### src/s5rp_pkg.sv
package s5rp_pkg;

    localparam int unsigned BYTE_W  = 8;
    localparam int unsigned COUNT_W = 9;
    localparam int unsigned ADDR_W  = 32;
    localparam int unsigned PORT_W  = 16;

    localparam logic [BYTE_W-1:0] SOCKS_VER    = 8'h05;
    localparam logic [BYTE_W-1:0] SOCKS_REP_OK = 8'h00;
    localparam logic [BYTE_W-1:0] ATYP_IPV4    = 8'h01;
    localparam logic [BYTE_W-1:0] ATYP_DOMAIN  = 8'h03;
    localparam logic [BYTE_W-1:0] ATYP_IPV6    = 8'h04;

    localparam logic [COUNT_W-1:0] POS_VER       = 9'd0;
    localparam logic [COUNT_W-1:0] POS_REP       = 9'd1;
    localparam logic [COUNT_W-1:0] POS_ATYP      = 9'd3;
    localparam logic [COUNT_W-1:0] POS_ADDR      = 9'd4;
    localparam logic [COUNT_W-1:0] POS_ADDR_LAST = 9'd7;
    localparam logic [COUNT_W-1:0] POS_PORT_HI   = 9'd8;
    localparam logic [COUNT_W-1:0] POS_PORT_LO   = 9'd9;
    localparam logic [COUNT_W-1:0] MIN_DONE      = 9'd5;
    localparam logic [COUNT_W-1:0] HDR_TRAIL     = 9'd6;
    localparam logic [COUNT_W-1:0] LEN_IPV4      = 9'd4;
    localparam logic [COUNT_W-1:0] LEN_IPV6      = 9'd16;

    typedef enum logic [1:0] {
        ST_OK        = 2'd0,
        ST_BAD_HDR   = 2'd1,
        ST_BAD_ATYP  = 2'd2
    } t_status;

    typedef struct packed {
        logic              done_res;
        t_status           status;
        logic [ADDR_W-1:0] ipv4_addr;
        logic [PORT_W-1:0] bound_port;
    } t_result;

endpackage

### src/s5rp_in_stage.sv
module s5rp_in_stage (
    input  logic                        i_clk,
    input  logic                        i_rst_n,
    input  logic                        i_in_valid,
    input  logic [s5rp_pkg::BYTE_W-1:0] i_rx_byte,
    input  logic                        i_take,
    output logic                        o_in_stall,
    output logic                        o_valid,
    output logic [s5rp_pkg::BYTE_W-1:0] o_byte
);
    import s5rp_pkg::*;

    logic              r_valid;
    logic              n_valid;
    logic [BYTE_W-1:0] r_byte;
    logic              accept;

    assign o_in_stall = r_valid && !i_take;
    assign accept     = i_in_valid && !o_in_stall;
    assign n_valid    = accept || (r_valid && !i_take);

    always_ff @(posedge i_clk) begin
        if (!i_rst_n) begin
            r_valid <= 1'b0;
        end else begin
            r_valid <= n_valid;
        end
    end

    always_ff @(posedge i_clk) begin
        if (accept) begin
            r_byte <= i_rx_byte;
        end
    end

    assign o_valid = r_valid;
    assign o_byte  = r_byte;

endmodule

### src/s5rp_core.sv
module s5rp_core (
    input  logic                        i_clk,
    input  logic                        i_rst_n,
    input  logic                        i_fire,
    input  logic [s5rp_pkg::BYTE_W-1:0] i_byte,
    output s5rp_pkg::t_result           o_result
);
    import s5rp_pkg::*;

    logic [COUNT_W-1:0] r_byte_count;
    logic               r_header_ok;
    logic [BYTE_W-1:0]  r_addr_kind;
    logic [COUNT_W-1:0] r_addr_len;
    logic [ADDR_W-1:0]  r_addr_shift;
    logic [PORT_W-1:0]  r_port_shift;

    logic [COUNT_W-1:0] n_byte_count;
    logic               n_header_ok;
    logic [BYTE_W-1:0]  n_addr_kind;
    logic [COUNT_W-1:0] n_addr_len;
    logic [ADDR_W-1:0]  n_addr_shift;
    logic [PORT_W-1:0]  n_port_shift;

    logic               bad_atyp;
    logic               complete;
    logic [COUNT_W-1:0] count_inc;
    logic [COUNT_W-1:0] hdr_ok_upd;
    logic [COUNT_W-1:0] end_count;
    logic               hdr_ok;
    logic [BYTE_W-1:0]  kind;
    logic [COUNT_W-1:0] len;
    logic [ADDR_W-1:0]  addr_upd;
    logic [PORT_W-1:0]  port_upd;

    always_comb begin
        hdr_ok = r_header_ok;
        if (r_byte_count == POS_VER && i_byte != SOCKS_VER) begin
            hdr_ok = 1'b0;
        end
        if (r_byte_count == POS_REP && i_byte != SOCKS_REP_OK) begin
            hdr_ok = 1'b0;
        end
        kind = (r_byte_count == POS_ATYP) ? i_byte : r_addr_kind;

        len      = r_addr_len;
        bad_atyp = 1'b0;
        if (r_byte_count == POS_ADDR) begin
            unique case (kind)
                ATYP_IPV4:   len = LEN_IPV4;
                ATYP_DOMAIN: len = {1'b0, i_byte} + 9'd1;
                ATYP_IPV6:   len = LEN_IPV6;
                default:     bad_atyp = 1'b1;
            endcase
        end

        addr_upd = r_addr_shift;
        if (r_byte_count >= POS_ADDR && r_byte_count <= POS_ADDR_LAST) begin
            addr_upd = {r_addr_shift[ADDR_W-BYTE_W-1:0], i_byte};
        end
        port_upd = r_port_shift;
        if (r_byte_count == POS_PORT_HI || r_byte_count == POS_PORT_LO) begin
            port_upd = {r_port_shift[PORT_W-BYTE_W-1:0], i_byte};
        end

        count_inc  = r_byte_count + 9'd1;
        end_count  = HDR_TRAIL + len;
        hdr_ok_upd = count_inc;
        complete   = !bad_atyp && (count_inc >= MIN_DONE) && (hdr_ok_upd == end_count);
    end

    always_comb begin
        o_result = '0;
        if (bad_atyp) begin
            o_result.done_res = 1'b1;
            o_result.status   = ST_BAD_ATYP;
        end else if (complete) begin
            o_result.done_res = 1'b1;
            if (hdr_ok) begin
                o_result.status = ST_OK;
                if (kind == ATYP_IPV4) begin
                    o_result.ipv4_addr  = addr_upd;
                    o_result.bound_port = port_upd;
                end
            end else begin
                o_result.status = ST_BAD_HDR;
            end
        end
    end

    always_comb begin
        if (bad_atyp || complete) begin
            n_byte_count = '0;
            n_header_ok  = 1'b1;
            n_addr_kind  = '0;
            n_addr_len   = '0;
            n_addr_shift = '0;
            n_port_shift = '0;
        end else begin
            n_byte_count = count_inc;
            n_header_ok  = hdr_ok;
            n_addr_kind  = kind;
            n_addr_len   = len;
            n_addr_shift = addr_upd;
            n_port_shift = port_upd;
        end
    end

    always_ff @(posedge i_clk) begin
        if (!i_rst_n) begin
            r_byte_count <= '0;
            r_header_ok  <= 1'b1;
            r_addr_kind  <= '0;
            r_addr_len   <= '0;
            r_addr_shift <= '0;
            r_port_shift <= '0;
        end else if (i_fire) begin
            r_byte_count <= n_byte_count;
            r_header_ok  <= n_header_ok;
            r_addr_kind  <= n_addr_kind;
            r_addr_len   <= n_addr_len;
            r_addr_shift <= n_addr_shift;
            r_port_shift <= n_port_shift;
        end
    end

endmodule

### src/s5rp_out_stage.sv
module s5rp_out_stage (
    input  logic               i_clk,
    input  logic               i_rst_n,
    input  logic               i_load,
    input  s5rp_pkg::t_result  i_result,
    input  logic               i_out_stall,
    output logic               o_ready,
    output logic               o_valid,
    output s5rp_pkg::t_result  o_result
);
    import s5rp_pkg::*;

    logic    r_valid;
    logic    n_valid;
    t_result r_result;

    assign o_ready = !r_valid || !i_out_stall;
    assign n_valid = i_load || (r_valid && i_out_stall);

    always_ff @(posedge i_clk) begin
        if (!i_rst_n) begin
            r_valid <= 1'b0;
        end else begin
            r_valid <= n_valid;
        end
    end

    always_ff @(posedge i_clk) begin
        if (i_load) begin
            r_result <= i_result;
        end
    end

    assign o_valid  = r_valid;
    assign o_result = r_result;

endmodule

### src/socks5_reply_parser.sv
// SOCKS5 server reply parser.
// Input channel: i_in_valid / o_in_stall carry one reply byte (i_rx_byte) per
// transfer. Output channel: o_out_valid / i_out_stall carry one result per
// input byte: o_done_res, o_status, o_ipv4_addr, o_bound_port.
// A result is all zero until the byte that completes or rejects a reply; that
// byte gives o_done_res = 1 with the status (0 success, 1 bad version or reply
// code, 2 unknown address type), and the parser is ready for the next reply.
// Address and port are nonzero only for a successful IPv4 reply.
// Path: a transferred byte goes into the input register, through the parse
// logic, and into the result register. Throughput: one byte per cycle while
// i_out_stall is low, set by the single pass from the input register through
// the parse logic to the result register.
// Reset (synchronous, i_rst_n low) empties both registers and returns the
// parser to the start of a reply.
// While i_out_stall holds, a full result register keeps its contents; the input
// register takes one more byte and then o_in_stall rises until the result
// is taken.
module socks5_reply_parser (
    input  logic                        i_clk,
    input  logic                        i_rst_n,
    input  logic                        i_in_valid,
    output logic                        o_in_stall,
    input  logic [s5rp_pkg::BYTE_W-1:0] i_rx_byte,
    output logic                        o_out_valid,
    input  logic                        i_out_stall,
    output logic                        o_done_res,
    output logic [1:0]                  o_status,
    output logic [s5rp_pkg::ADDR_W-1:0] o_ipv4_addr,
    output logic [s5rp_pkg::PORT_W-1:0] o_bound_port
);
    import s5rp_pkg::*;

    logic              in_valid;
    logic [BYTE_W-1:0] in_byte;
    logic              out_ready;
    logic              fire;
    t_result           next_result;
    t_result           out_result;

    assign fire = in_valid && out_ready;

    s5rp_in_stage u_in (
        .i_clk      (i_clk),
        .i_rst_n    (i_rst_n),
        .i_in_valid (i_in_valid),
        .i_rx_byte  (i_rx_byte),
        .i_take     (fire),
        .o_in_stall (o_in_stall),
        .o_valid    (in_valid),
        .o_byte     (in_byte)
    );

    s5rp_core u_core (
        .i_clk    (i_clk),
        .i_rst_n  (i_rst_n),
        .i_fire   (fire),
        .i_byte   (in_byte),
        .o_result (next_result)
    );

    s5rp_out_stage u_out (
        .i_clk       (i_clk),
        .i_rst_n     (i_rst_n),
        .i_load      (fire),
        .i_result    (next_result),
        .i_out_stall (i_out_stall),
        .o_ready     (out_ready),
        .o_valid     (o_out_valid),
        .o_result    (out_result)
    );

    assign o_done_res   = out_result.done_res;
    assign o_status     = out_result.status;
    assign o_ipv4_addr  = out_result.ipv4_addr;
    assign o_bound_port = out_result.bound_port;

    a_not_done_is_zero: assert property (@(posedge i_clk) disable iff (!i_rst_n)
        (o_out_valid && !o_done_res) |->
            (o_status == ST_OK && o_ipv4_addr == '0 && o_bound_port == '0))
        else $error("non-final result carries data");

    a_fail_is_zero: assert property (@(posedge i_clk) disable iff (!i_rst_n)
        (o_out_valid && o_status != ST_OK) |-> (o_ipv4_addr == '0 && o_bound_port == '0))
        else $error("rejected reply carries address or port");

    a_status_code: assert property (@(posedge i_clk) disable iff (!i_rst_n)
        o_out_valid |-> (o_status == ST_OK || o_status == ST_BAD_HDR ||
                         o_status == ST_BAD_ATYP))
        else $error("status code out of range");

    a_stall_needs_full_out: assert property (@(posedge i_clk) disable iff (!i_rst_n)
        o_in_stall |-> (o_out_valid && i_out_stall))
        else $error("input stalled while result register can advance");

endmodule
### config.mk
export PLATFORM = sky130hd
export DESIGN_NAME = socks5_reply_parser
export DESIGN_NICKNAME = d
export VERILOG_FILES = /design/src/s5rp_pkg.sv /design/src/s5rp_in_stage.sv /design/src/s5rp_core.sv /design/src/s5rp_out_stage.sv /design/src/socks5_reply_parser.sv
export SDC_FILE = /design/constraint.sdc
export NUM_CORES = 1
export LEC_CHECK = 0
export BUFFER_PORTS_ARGS = -buffer_cell sky130_fd_sc_hd__buf_4
export CORE_AREA = 2 2 129 131
export CTS_CLUSTER_SIZE = 20
export DETAILED_ROUTE_END_ITERATION = 6
export DIE_AREA = 0 0 131 133
export PLACE_DENSITY = 0.6
export SKIP_CTS_REPAIR_TIMING = 1
export SLEW_MARGIN = 10
export SYNTH_ARGS = -nofsm -noshare
export SYNTH_HDL_FRONTEND = slang
export SYNTH_SLANG_ARGS = --single-unit
### constraint.sdc
create_clock -name i_clk -period 12.4 [get_ports i_clk]
set_input_delay 1.86 -clock i_clk [delete_from_list [all_inputs] [get_ports i_clk]]
set_output_delay 1.86 -clock i_clk [all_outputs]
set_load 0.01 [all_outputs]
# Yosys cells after proc, flatten, opt, wreduce, memory -nomap -nowiden
# Cells that the tools add are included.
# W data, S select, Z words.
[totals]
register_bits = 136
latchBits = 0
mem_bits_rw = 0
romBits = 0
in_bits = 12
elab_cells = 76
mem_count = 0
[op_classes]
n_addsub = 3
multipliers = 0
n_div = 0
order_cmp = 3
n_eq_ne = 10
shift = 0
muxes = 19
bitwise = 3
reduce_logical = 24
[ops]
columns = ["operator", "count"]
rows = [
  ["$mux W48", 2],
  ["$mux W32", 2],
  ["$mux W51", 1],
  ["$mux W16", 2],
  ["$mux W9", 3],
  ["$pmux W9 S3", 1],
  ["$eq A9 B4 Y1 const B", 2],
  ["$ge A9 B3 Y1 const B", 2],
  ["$mux W8", 2],
  ["$add A3 B9 Y9 const A", 1],
  ["$add A8 B1 Y9 const B", 1],
  ["$add A9 B1 Y9 const B", 1],
  ["$eq A9 B1 Y1 const B", 1],
  ["$eq A9 B2 Y1 const B", 1],
  ["$eq A9 B3 Y1 const B", 1],
  ["$eq A9 B9 Y1", 1],
  ["$le A9 B3 Y1 const B", 1],
  ["$logic_and A1 B1 Y1", 9],
  ["$logic_not A9 Y1", 1],
  ["$eq A8 B1 Y1 const B", 1],
  ["$eq A8 B2 Y1 const B", 1],
  ["$eq A8 B3 Y1 const B", 1],
  ["$ne A8 B3 Y1 const B", 1],
  ["$reduce_bool A8 Y1", 1],
  ["other kinds (7)", 22],
]

# Longest topological paths before layout
# Gate-level depths: netlist of run 1.
[depth]
ltp_word = 11
depth_mapped = 22
mapped_depth_nobuf = 17

# Modules after synthesis
# From an unflattened synthesis of run 1, not the netlist that was laid out.
[hier_totals]
cells_unflattened = 618
hier_area_um2 = 6314.8
[modules_own_cells]
columns = ["module", "instances", "cells_per_inst", "area_per_inst_um2", "seq_area_each_um2"]
rows = [
  ["s5rp_core", 1, 550, 4454.3, 1501.4],
  ["s5rp_out_stage", 1, 55, 1566.5, 1551.5],
  ["s5rp_in_stage", 1, 12, 287.8, 260.2],
  ["socks5_reply_parser", 1, 1, 6.3, 0.0],
]

# Least setup slack after synthesis of run 1
# OpenSTA, ideal clock, no wires.
[synth_path]
kind = "register to register"
start = "register u_core.r_byte_count[7]"
end = "register u_core.r_addr_kind[6]"
setup_ps = 117
arrival_time_ps = 4147
setup_slack_ps = 8136
path_stages_with_launch = 20
period_less_slack_ps = 4264
path_cell_list = "dfxtp_1 -> buf_6 -> or4_4 -> or3_1 -> buf_6 -> or2_4 -> buf_6 -> a22o_2 -> inv_1 -> ha_1 -> xnor2_1 -> xnor2_1 -> o2111ai_1 -> nor4_1 -> nand2_1 -> or3_4 -> buf_6 -> and3_4 -> buf_6 -> a32o_2"
[synth_between]
elab_chain_cells = 11
[synth_rtl]
columns = ["element", "line_no", "text"]
rows = [
  ["from (decl)", "s5rp_core.sv:10", "logic [COUNT_W-1:0] r_byte_count;"],
  ["from (signal assigned)", "s5rp_core.sv:117", "r_byte_count <= n_byte_count;"],
  ["branches (longest 10 deep; another with $add A3 B9 Y9)", "--", ""],
  ["$mux W8 (*)", "s5rp_core.sv:91", "if (bad_atyp || complete) begin"],
  ["to (signal assigned)", "s5rp_core.sv:119", "r_addr_kind <= n_addr_kind;"],
  ["to (decl)", "s5rp_core.sv:12", "logic [BYTE_W-1:0] r_addr_kind;"],
]
# Mark *: on every way between the ends.
# A chain may end at the register's enable or synchronous reset.

# Final worst setup path of run 1
[layout_path]
start = "register u_core.r_byte_count[0]"
end = "register u_core.r_port_shift[14]"
[layout_between]
elab_chain_cells = 11
[layout_rtl]
columns = ["element", "line_no", "text"]
rows = [
  ["branches (longest 10 deep; another with $add A3 B9 Y9)", "--", ""],
  ["$mux W16 (*)", "s5rp_core.sv:91", ""],
  ["to (signal assigned)", "s5rp_core.sv:122", "r_port_shift <= n_port_shift;"],
  ["to (decl)", "s5rp_core.sv:15", "logic [PORT_W-1:0] r_port_shift;"],
]
# Marked as above.

==> flow_summary.json, run 1 <==
{
  "cts_buffer_depth": 2,
  "cts_tree": "yes",
  "hold_path_class": "register to register",
  "required_ps": 12760,
  "via_per_inst": 5.52,
  "postRouteAntennaNets": 0,
  "synth_top_area_frac": 0.283,
  "fin_crit_sh": 0.411,
  "ios": 65,
  "netlist_area_mm2": 0.00626,
  "synth-seq-area-share": 0.529,
  "grt_usage": 0.185,
  "synth_warnings": 0,
  "die-area_mm2": 0.0174,
  "holdWs_ps": 457,
  "cp_data_arrival_time_ps": 5450,
  "ys_ff_latch": 136,
  "power_leakage_nw": 2.70,
  "grt_pass1_wl_mm": 25.0,
  "path_clk_slew_ps": 60,
  "rsz0062_at_grt": "false",
  "dr.pass1.iters": 5,
  "clock_sinks": 136,
  "hold_viol_final": 0,
  "cts_root_buf": "clkbuf_16",
  "start_util": 0.387,
  "hpwl_mm": 10.5,
  "fmax_ghz": 0.196,
  "design_area_mm2": 0.00747,
  "power.total_mw": 1.05,
  "rr_startpoint": "u_core.r_byte_count[0]",
  "slew_violations": 0,
  "critPathLaunchType": "register",
  "syn-mean-instance-area_um2": 10.1,
  "r2r_cells": 17,
  "synthFlopType": "dfxtp_1",
  "min_to": "u_core.r_addr_len[5]",
  "cts-buffers-inserted": 17,
  "ir_drop_v": 0.0000918,
  "critPathMaxFanout": 16,
  "synthTopCellsByArea": "edfxtp_1 (28%), dfxtp_1 (25%), nand2_1 (8.1%)",
  "wire_per_inst_um": 17.6,
  "min_from": "u_core.r_addr_len[5]",
  "synthArstFlopShare": 0,
  "dpl-instance-area_mm2": 0.00686,
  "maxSlewHeadroom": 0.238,
  "status": "finished, final reports clean",
  "nFillCells": 1499,
  "vias": 4952,
  "die_h_um": 133,
  "core.rowCount": 47,
  "syn_inst": 620,
  "port_buffers": 64,
  "skew_ps": 6.63,
  "fin_nets": 683,
  "core_area_mm2": 0.0162,
  "cap_viol_max_count": 0,
  "drtIter0Drc": 432,
  "n_antenna_cell": 0,
  "fin_crit_ps": 5090,
  "grt_max_degree": 53,
  "syn-num-nets": 639,
  "antenna_found_initial": 0,
  "h-tree-depth": 4,
  "tns_ps": 0,
  "grt_pass1_vias": 4845,
  "drive_gt1_frac": 0.195,
  "gp_congestion": 0.884,
  "synth_edf_count": 59,
  "ys_types": 64,
  "wirelength_mm": 15.8,
  "whs_path_depth": 2,
  "clk_latency_ps": 420,
  "areaGrowthSynthToFinish_pct": 19.2,
  "synth.largest_area_cell": "edfxtp_1",
  "powerDensity_mw_per_mm2": 141,
  "reg2reg_slack_ps": 7310,
  "cp-end-kind": "register",
  "die_x_um": 131,
  "worstMarginPinSlew_ps": 1140,
  "criticalPathCategory": "register to register",
  "r2r_end": "u_core.r_port_shift[14]",
  "drc": 0,
  "overflow": 0,
  "setup_viol": 0
}
[report_power, final]
group | switching (mW) | internal, mW
sequential | 0.00831 | 0.476
combinational | 0.0307 | 0.0176
clock | 0.190 | 0.327
total | 0.229 | 0.821
[cell families after synthesis]
logic type                 Yosys count  share of synthesized area
muxes                                5                    0.00819
DFF                                136                      0.529
buffers and inverters               57                     0.0429
adders and majority gates            7                     0.0140
xor gates and xnor gates            23                     0.0322
AOI/OAI and AO/OA                  162                      0.199
and+or+nand+nor                    230                      0.174
[critical path, cell delays in order, from the launching register on]
cell and delay, ps:
dfxtp_1 420, ha_1 500, nor4b_1 440, nand2_1 140, mux2i_1 610, a211oi_1 190, a21oi_1 220, ha_1 240
xnor2_1 90, xnor2_1 300, nand3_1 130, o2111ai_1 100, nor4_1 80, nand2_1 100, nor3_2 50, buf_4 210
o31ai_2 970, a32o_1 230
[stage by stage]
stage                     setup slack [ps]  cells   util
final                                 7310    897  0.462
after CTS                             7380    897  0.462
after global placement                7670    865  0.424
after detailed placement              7410    865  0.424
after global routing                  6870    897  0.462
after floorplan                       8140    620      -
[synth_stat cells (5+ instances only)]
library cell	number
nor4_1	5
inv_1	10
xor2_1	8
ha_1	7
nand2_1	135
nand3_1	13
clkbuf_1	28
buf_2	11
a32o_1	11
nor2_1	26
buf_6	5
dfxtp_1	77
o41ai_1	7
xnor2_1	15
edfxtp_1	59
a22o_1	34
and3_1	8
o2bb2ai_1	14
a32o_2	6
a21oi_1	55
nor3_1	7
o21ai_0	8
[placed cells by master, fill, tap and decap left out, drive strengths merged, types with 6 or more instances in the layout]
cell	instances
clkbuf	21
a21oi	55
a32o	17
inv	11
buf	72
nor4	6
o2bb2ai	14
nand2	135
and3	9
o41ai	9
edfxtp	59
xor2	8
dfxtp	77
nor2	26
o31ai	6
xnor2	15
o21ai	9
nor3	9
ha	7
a22o	35
nand3	13
[state kept, by name, summed over array words and instances, names as in the netlist]
signal / flops
u_core.r_header_ok: 1
u_core.r_addr_shift: 32
u_out.o_result: 51
u_in.o_byte: 8
u_core.r_addr_len: 9
u_core.r_addr_kind: 8
u_in.o_valid: 1
u_core.r_byte_count: 9
u_out.o_valid: 1
u_core.r_port_shift: 16
[cell type report]
cell class,count,area [um^2],share of cell area
well taps,220,275,0.0369
inverters,10,37.5,0.00503
repair buffers,72,541,0.0724
clock buffers,21,460,0.0617
flip-flops and latches,136,3310,0.444
clock inverters,11,146,0.0196
multi-input cells,427,2690,0.361
[per-layer routing]
| metal | track usage | wire length [um] | up-vias |
|---|---|---|---|
| met1 | 0.235 | 6870 | 2411 |
| li1 | - | - | 2359 |
| met3 | 0.0518 | 879 | 28 |
| met5 | 0 | 0 | - |
| met4 | 0.0727 | 341 | 0 |
| met2 | 0.297 | 7740 | 154 |
[worst max-delay path by stage]
stage,end,cells after the start,from,slack (ps)
2_1_floorplan,u_core.r_addr_kind[6],19,u_core.r_byte_count[7],8140
3_3_place_gp,u_out.o_result[19],17,u_core.r_byte_count[1],7670
3_5_place_dp,u_core.r_port_shift[14],17,u_core.r_byte_count[0],7410
4_1_cts,u_core.r_port_shift[14],17,u_core.r_byte_count[0],7380
5_1_grt,u_core.r_port_shift[14],17,u_core.r_byte_count[0],6870
6_report,u_core.r_port_shift[14],17,u_core.r_byte_count[0],7310
(Power assumes the default switching activity.)
==> run 2, diff against run 1 <==
Settings changed: ABC_AREA set to 1, CORE_AREA 2 2 129 131 to 2 2 136 138, DIE_AREA 0 0 131 133 to 0 0 138 140, PLACE_DENSITY 0.6 to 0.62.
Clock period 12.4 ns to 4.3 ns, I/O delays scaled along.
==> run 2 against run 1 <==
Against the previous run: combinational power increased to 2.8 times the previous value; hold slack got worse by 61 ps; fmax increased by 33%; critical path depth increased by 9; largest cell class unchanged; global-route usage decreased by 1.1 points.
==> flow_summary.json, run 2 <==
{
  "path_clk_slew_ps": 60,
  "min_to": "u_in.o_byte[0]",
  "synth_warnings": 0,
  "cts-buffers-inserted": 17,
  "gp_congestion": 0.855,
  "cpPeakStageDelay_ps": 380,
  "critPathSlowestCell": "dfxtp_1",
  "fin_nets": 982,
  "grt_pass1_wl_mm": 27.6,
  "grt_max_degree": 81,
  "tns_ps": 0,
  "critPathLaunchType": "register",
  "power_leakage_nw": 3.16,
  "core_area_mm2": 0.0178,
  "via_per_inst": 4.96,
  "status": "finished, final reports clean",
  "syn-num-nets": 942,
  "setup_viol": 0,
  "critPathMaxFanout": 41,
  "ir_drop_v": 0.000271,
  "crit_start": "u_core.r_byte_count[1]",
  "hpwl_mm": 10.5,
  "fin_crit_ps": 3820,
  "r2r_end": "u_core.r_addr_shift[22]",
  "clk_latency_ps": 420,
  "rsz0062_at_grt": "false",
  "synth-compound-area-share": 0.0950,
  "grt_usage": 0.175,
  "cts_tree": "yes",
  "synthAdderAreaFrac": 0.0125,
  "worstMarginPinSlew_ps": 916,
  "ios": 65,
  "syn-mean-instance-area_um2": 7.61,
  "synth_most_common_cell": "nand2_1",
  "wirelength_mm": 16.7,
  "cts_root_buf": "clkbuf_16",
  "synth-seq-area-share": 0.472,
  "synth.largest_area_cell": "edfxtp_1",
  "clock_sinks": 136,
  "hold_viol_final": 0,
  "muxShareOfSynthArea": 0.0128,
  "largest_register_ffs": 51,
  "synthTopCellsByArea": "edfxtp_1 (25%), dfxtp_1 (22%), nand2_1 (10%)",
  "whs_path_depth": 1,
  "drc": 0,
  "n_antenna_cell": 0,
  "die-area_mm2": 0.0193,
  "required_ps": 4640,
  "slew_violations": 0,
  "areaGrowthSynthToFinish_pct": 19.0,
  "synth_top_area_frac": 0.252,
  "port_buffers": 64,
  "cts_buffer_depth": 2,
  "drtIter0Drc": 469,
  "synth_edf_count": 59,
  "die_x_um": 138,
  "reg2reg_slack_ps": 480,
  "cap_viol_max_count": 0,
  "final_common_cell": "nand2_1",
  "ys_types": 37,
  "min_from": "i_rx_byte[0]",
  "final_cell_count_no_fill": 1205,
  "vias": 5973,
  "antenna_found_initial": 0,
  "syn_inst": 923,
  "postRouteAntennaNets": 0,
  "hold_path_class": "input port to register",
  "powerDensity_mw_per_mm2": 381,
  "yosys.area_share.simple": 0.316,
  "rr_startpoint": "u_core.r_byte_count[1]",
  "overflow": 0,
  "synth_common_cells": "nand2_1 (196), nor2_1 (136), nand3_1 (109)",
  "synth_top_family_by_area": "simple AND/OR/NAND/NOR gates",
  "skew_ps": 10.4,
  "fmax_ghz": 0.262,
  "core.rowCount": 49,
  "cp-end-kind": "register",
  "h-tree-depth": 4,
  "start_util": 0.395,
  "dr.pass1.iters": 7,
  "synthArstFlopShare": 0,
  "drive_gt1_frac": 0.169,
  "criticalPathCategory": "register to register",
  "wire_per_inst_um": 13.8,
  "fin_crit_sh": 0.889,
  "final_cell_mix": "nand2_1 (196), nor2_1 (135), nand3_1 (107), a21oi_1 (101), dfxtp_1 (77)",
  "cp_data_arrival_time_ps": 4160,
  "synth-xor-area-share": 0.0125,
  "dp_cells": 1170,
  "die_h_um": 140,
  "critPathMostFrequentCell": "nand2_1",
  "netlist_area_mm2": 0.00702,
  "maxSlewHeadroom": 0.388,
  "ys_ff_latch": 136,
  "r2r_cells": 26,
  "synthFlopType": "dfxtp_1",
  "grt_pass1_vias": 5511
}
[run 2: changes by cell type in the layout (fill, tap and decap cells not counted), moves of 13 or more]
| cell | delta |
|---|---|
| nor2_2 | +22 |
| inv_1 | +53 |
| xnor2_1 | -13 |
| o21ai_0 | +16 |
| o2bb2ai_1 | -14 |
| nand2_1 | +61 |
| nand3_1 | +94 |
| a22o_1 | -34 |
| nor2_1 | +110 |
| a21oi_1 | +46 |
[run 2: worst max-delay path, delay by kind of cell (launching register included)]
| family | cells | cell delay, ps |
|---|---|---|
| AOI/OAI and AO/OA | 2 | 210 |
| adders and majority gates | 2 | 460 |
| buffers and inverters | 3 | 500 |
| DFF | 1 | 380 |
| and+or+nand+nor | 19 | 2140 |
[run 2: report_power, final]
group	switching (mW)	total, mW	leakage, nW	internal, mW
Sequential	0.0138	1.38	1.20	1.37
Combinational	0.0930	0.137	1.63	0.0441
Clock	0.562	1.66	0.326	1.10
Total	0.669	3.18	3.16	2.51
[run 2: logic make-up after synthesis]
kind of cell / after synthesis
AND/OR/NAND/NOR: 502
adder cells (fa/ha/maj): 7
XOR/XNOR: 10
buffers and inverters: 128
multiplexers: 9
AO/OA/AOI/OAI: 131
flip-flops: 136
[run 2: worst max-delay path by stage]
stage,slack (ps),end,cells past startpoint
finish,480,u_core.r_addr_shift[22],26
global route,7,u_out.o_result[19],25
CTS,380,u_out.o_result[47],25
detailed placement,390,u_out.o_result[47],25
global placement,510,u_out.o_result[31],25
floorplan,110,u_core.r_port_shift[8],9
[run 2: layer usage]
| layer | share of wire | track usage | vias to the layer above | wire, um |
|---|---|---|---|---|
| met5 | 0 | 0 | - | 0 |
| met4 | 0.018 | 0.0602 | 0 | 298 |
| met3 | 0.039 | 0.0410 | 20 | 642 |
| met2 | 0.46 | 0.273 | 116 | 7640 |
| met1 | 0.48 | 0.239 | 2736 | 8080 |
| li1 | - | - | 3101 | - |
[run 2: area by class of cell]
class                   count  area, um^2
flip-flops and latches    136        3310
inverters                  72         274
multi-input cells         659        3180
repair buffers             77         628
clock buffers              22         485
fillers                  1789        9420
clock inverters            10         189
well taps                 229         287
[run 2: metrics by stage]
stage                      util  power (mW)  hold slack [ps]  cell area [um^2]  worst slack, ps
after CTS                 0.468        3.20              381              8330              379
after floorplan               -        1.49              440              7020              111
after global routing      0.470        3.27              381              8360             7.01
after detailed placement  0.430        1.55              455              7650              386
final                     0.470        3.18              397              8360              477
after global placement    0.430        1.55              451              7650              512
==> run 3, diff against run 2 <==
Settings changed: CAP_MARGIN set to 40, CTS_BUF_LIST set to sky130_fd_sc_hd__clkbuf_16, RECOVER_POWER set to 50.
==> run 3 against run 2 <==
Against the previous run: the run now ends with capacitance limit, slew limit left; worst setup slack got worse by 9.4 ps; critical endpoint unchanged; critical path type unchanged; final area shrank 2.4%; largest power group unchanged; clock power about the same; count of clock-buffer cells in the layout shrank 5; sequential power about the same.
==> flow_summary.json, run 3 (synthesis results as in run 2) <==
{
  "whs_path_depth": 1,
  "worstMarginPinSlew_ps": 3020,
  "path_clk_slew_ps": 60,
  "wl_met1_mm": 8.01,
  "cts_buffer_depth": 2,
  "status": "finished with violations",
  "core.rowCount": 49,
  "fin_crit_sh": 0.891,
  "grt_pass1_vias": 5347,
  "critPathMaxFanout": 41,
  "antenna_found_initial": 0,
  "clk_latency_ps": 420,
  "die-area_mm2": 0.0193,
  "areaGrowthSynthToFinish_pct": 16.2,
  "r2r_cells": 26,
  "wire_per_inst_um": 13.6,
  "cts_tree": "yes",
  "maxSlewHeadroom": -1.01,
  "overflow": 0,
  "fin_nets": 983,
  "postRouteAntennaNets": 0,
  "final_common_cell": "nand2_1",
  "largest_register_ffs": 51,
  "dr.pass1.iters": 5,
  "wirelength_mm": 16.4,
  "cp-end-kind": "register",
  "grt_usage": 0.171,
  "start_util": 0.395,
  "critPathLaunchType": "register",
  "ir_drop_v": 0.000274,
  "final_cell_mix": "nand2_1 (196), nor2_1 (136), nand3_1 (107), a21oi_1 (101), dfxtp_1 (77)",
  "drc": 0,
  "clock_sinks": 136,
  "setup_viol": 0,
  "core_area_mm2": 0.0178,
  "power.total_mw": 3.19,
  "skew_ps": 9.65,
  "grt_pass1_wl_mm": 27.0,
  "hold_viol_final": 0,
  "required_ps": 4640,
  "wl_met3_um": 649,
  "cts-buffers-inserted": 17,
  "fin_crit_ps": 3830,
  "final_cell_count_no_fill": 1205,
  "cap_viol_max_count": 2,
  "h-tree-depth": 4,
  "violations": "capacitance limit, slew limit",
  "rr_startpoint": "u_core.r_byte_count[0]",
  "dr_wl_met2_mm": 7.45,
  "dp_cells": 1171,
  "reg2reg_slack_ps": 470,
  "port_buffers": 64,
  "power_leakage_nw": 2.96,
  "rsz0062_at_grt": "false",
  "min_to": "u_in.o_byte[0]",
  "cts_root_buf": "clkbuf_16",
  "gp_congestion": 0.855,
  "criticalPathCategory": "register to register",
  "cp_data_arrival_time_ps": 4180,
  "via_per_inst": 4.99,
  "powerDensity_mw_per_mm2": 391,
  "nFillCells": 1839,
  "fmax_ghz": 0.261,
  "hold_path_class": "input port to register",
  "drtIter0Drc": 484,
  "vias": 6008,
  "ios": 65,
  "drive_gt1_frac": 0.109,
  "min_from": "i_rx_byte[0]",
  "die_h_um": 140,
  "top_layer": "met4",
  "die_x_um": 138,
  "n_antenna_cell": 0,
  "hpwl_mm": 10.6,
  "tns_ps": 0,
  "slew_violations": 132,
  "grt_max_degree": 81,
  "r2r_end": "u_core.r_addr_shift[22]"
}
==> run 3: worst max path at each step <==
| stage | from | to | slack (ps) | cells past startpoint |
|---|---|---|---|---|
| floorplan | i_out_stall | u_core.r_port_shift[8] | 110 | 9 |
| global placement | u_core.r_byte_count[0] | u_out.o_result[31] | 510 | 25 |
| detailed placement | u_core.r_byte_count[0] | u_out.o_result[16] | 380 | 25 |
| CTS | u_core.r_byte_count[1] | u_out.o_result[16] | 380 | 25 |
| global route | u_core.r_byte_count[1] | u_core.r_addr_shift[22] | 40 | 26 |
| finish | u_core.r_byte_count[0] | u_core.r_addr_shift[22] | 470 | 26 |
==> run 3: final cells by class <==
| cell class | instances | area, um^2 | share of cell area |
|---|---|---|---|
| timing repair buffer | 78 | 439 | 0.0538 |
| inverter | 72 | 274 | 0.0336 |
| tap | 229 | 287 | 0.0351 |
| sequential | 136 | 3310 | 0.406 |
| clock buffer | 17 | 425 | 0.0521 |
| multi-input combinational | 659 | 3170 | 0.388 |
| clock inverter | 14 | 254 | 0.0311 |
==> run 3: layer usage <==
layer	track usage	vias up
li1	-	3103
met1	0.238	2767
met2	0.264	117
met3	0.0379	21
met4	0.0602	0
met5	0	-
==> run 3: through the flow <==
stage	setup slack, ps	hold slack [ps]	util	instance area (um^2)
floorplan	111	440	-	7020
global placement	512	451	0.430	7650
detailed placement	383	455	0.432	7670
CTS	384	383	0.470	8350
global route	37.9	409	0.459	8160
finish	467	420	0.459	8160
==> run 3: report_power, final <==
part / switching (mW) / internal (mW)
Sequential: 0.0134 / 1.37
Combinational: 0.0933 / 0.0317
Clock: 0.540 / 1.14
Total: 0.647 / 2.54
==> run 3: critical path: stages, from the launching register on <==
cell and delay (ps):
dfxtp_1 380, ha_1 220, nand2_1 110, nor2_4 150
buf_4 160, nand3_1 90, nand2_1 110, nand2_1 90
nor2_4 170, nand2_1 130, nand3_2 140, nand2_4 100
nand2_1 110, nand2_1 110, inv_1 110, ha_1 240
or2_2 290, nand4_1 90, a21oi_1 40, nand2_1 60
nor2_1 50, nand3_1 60, nor2_1 50, nand2_2 110
buf_12 220, nand3_1 100, a21oi_1 200
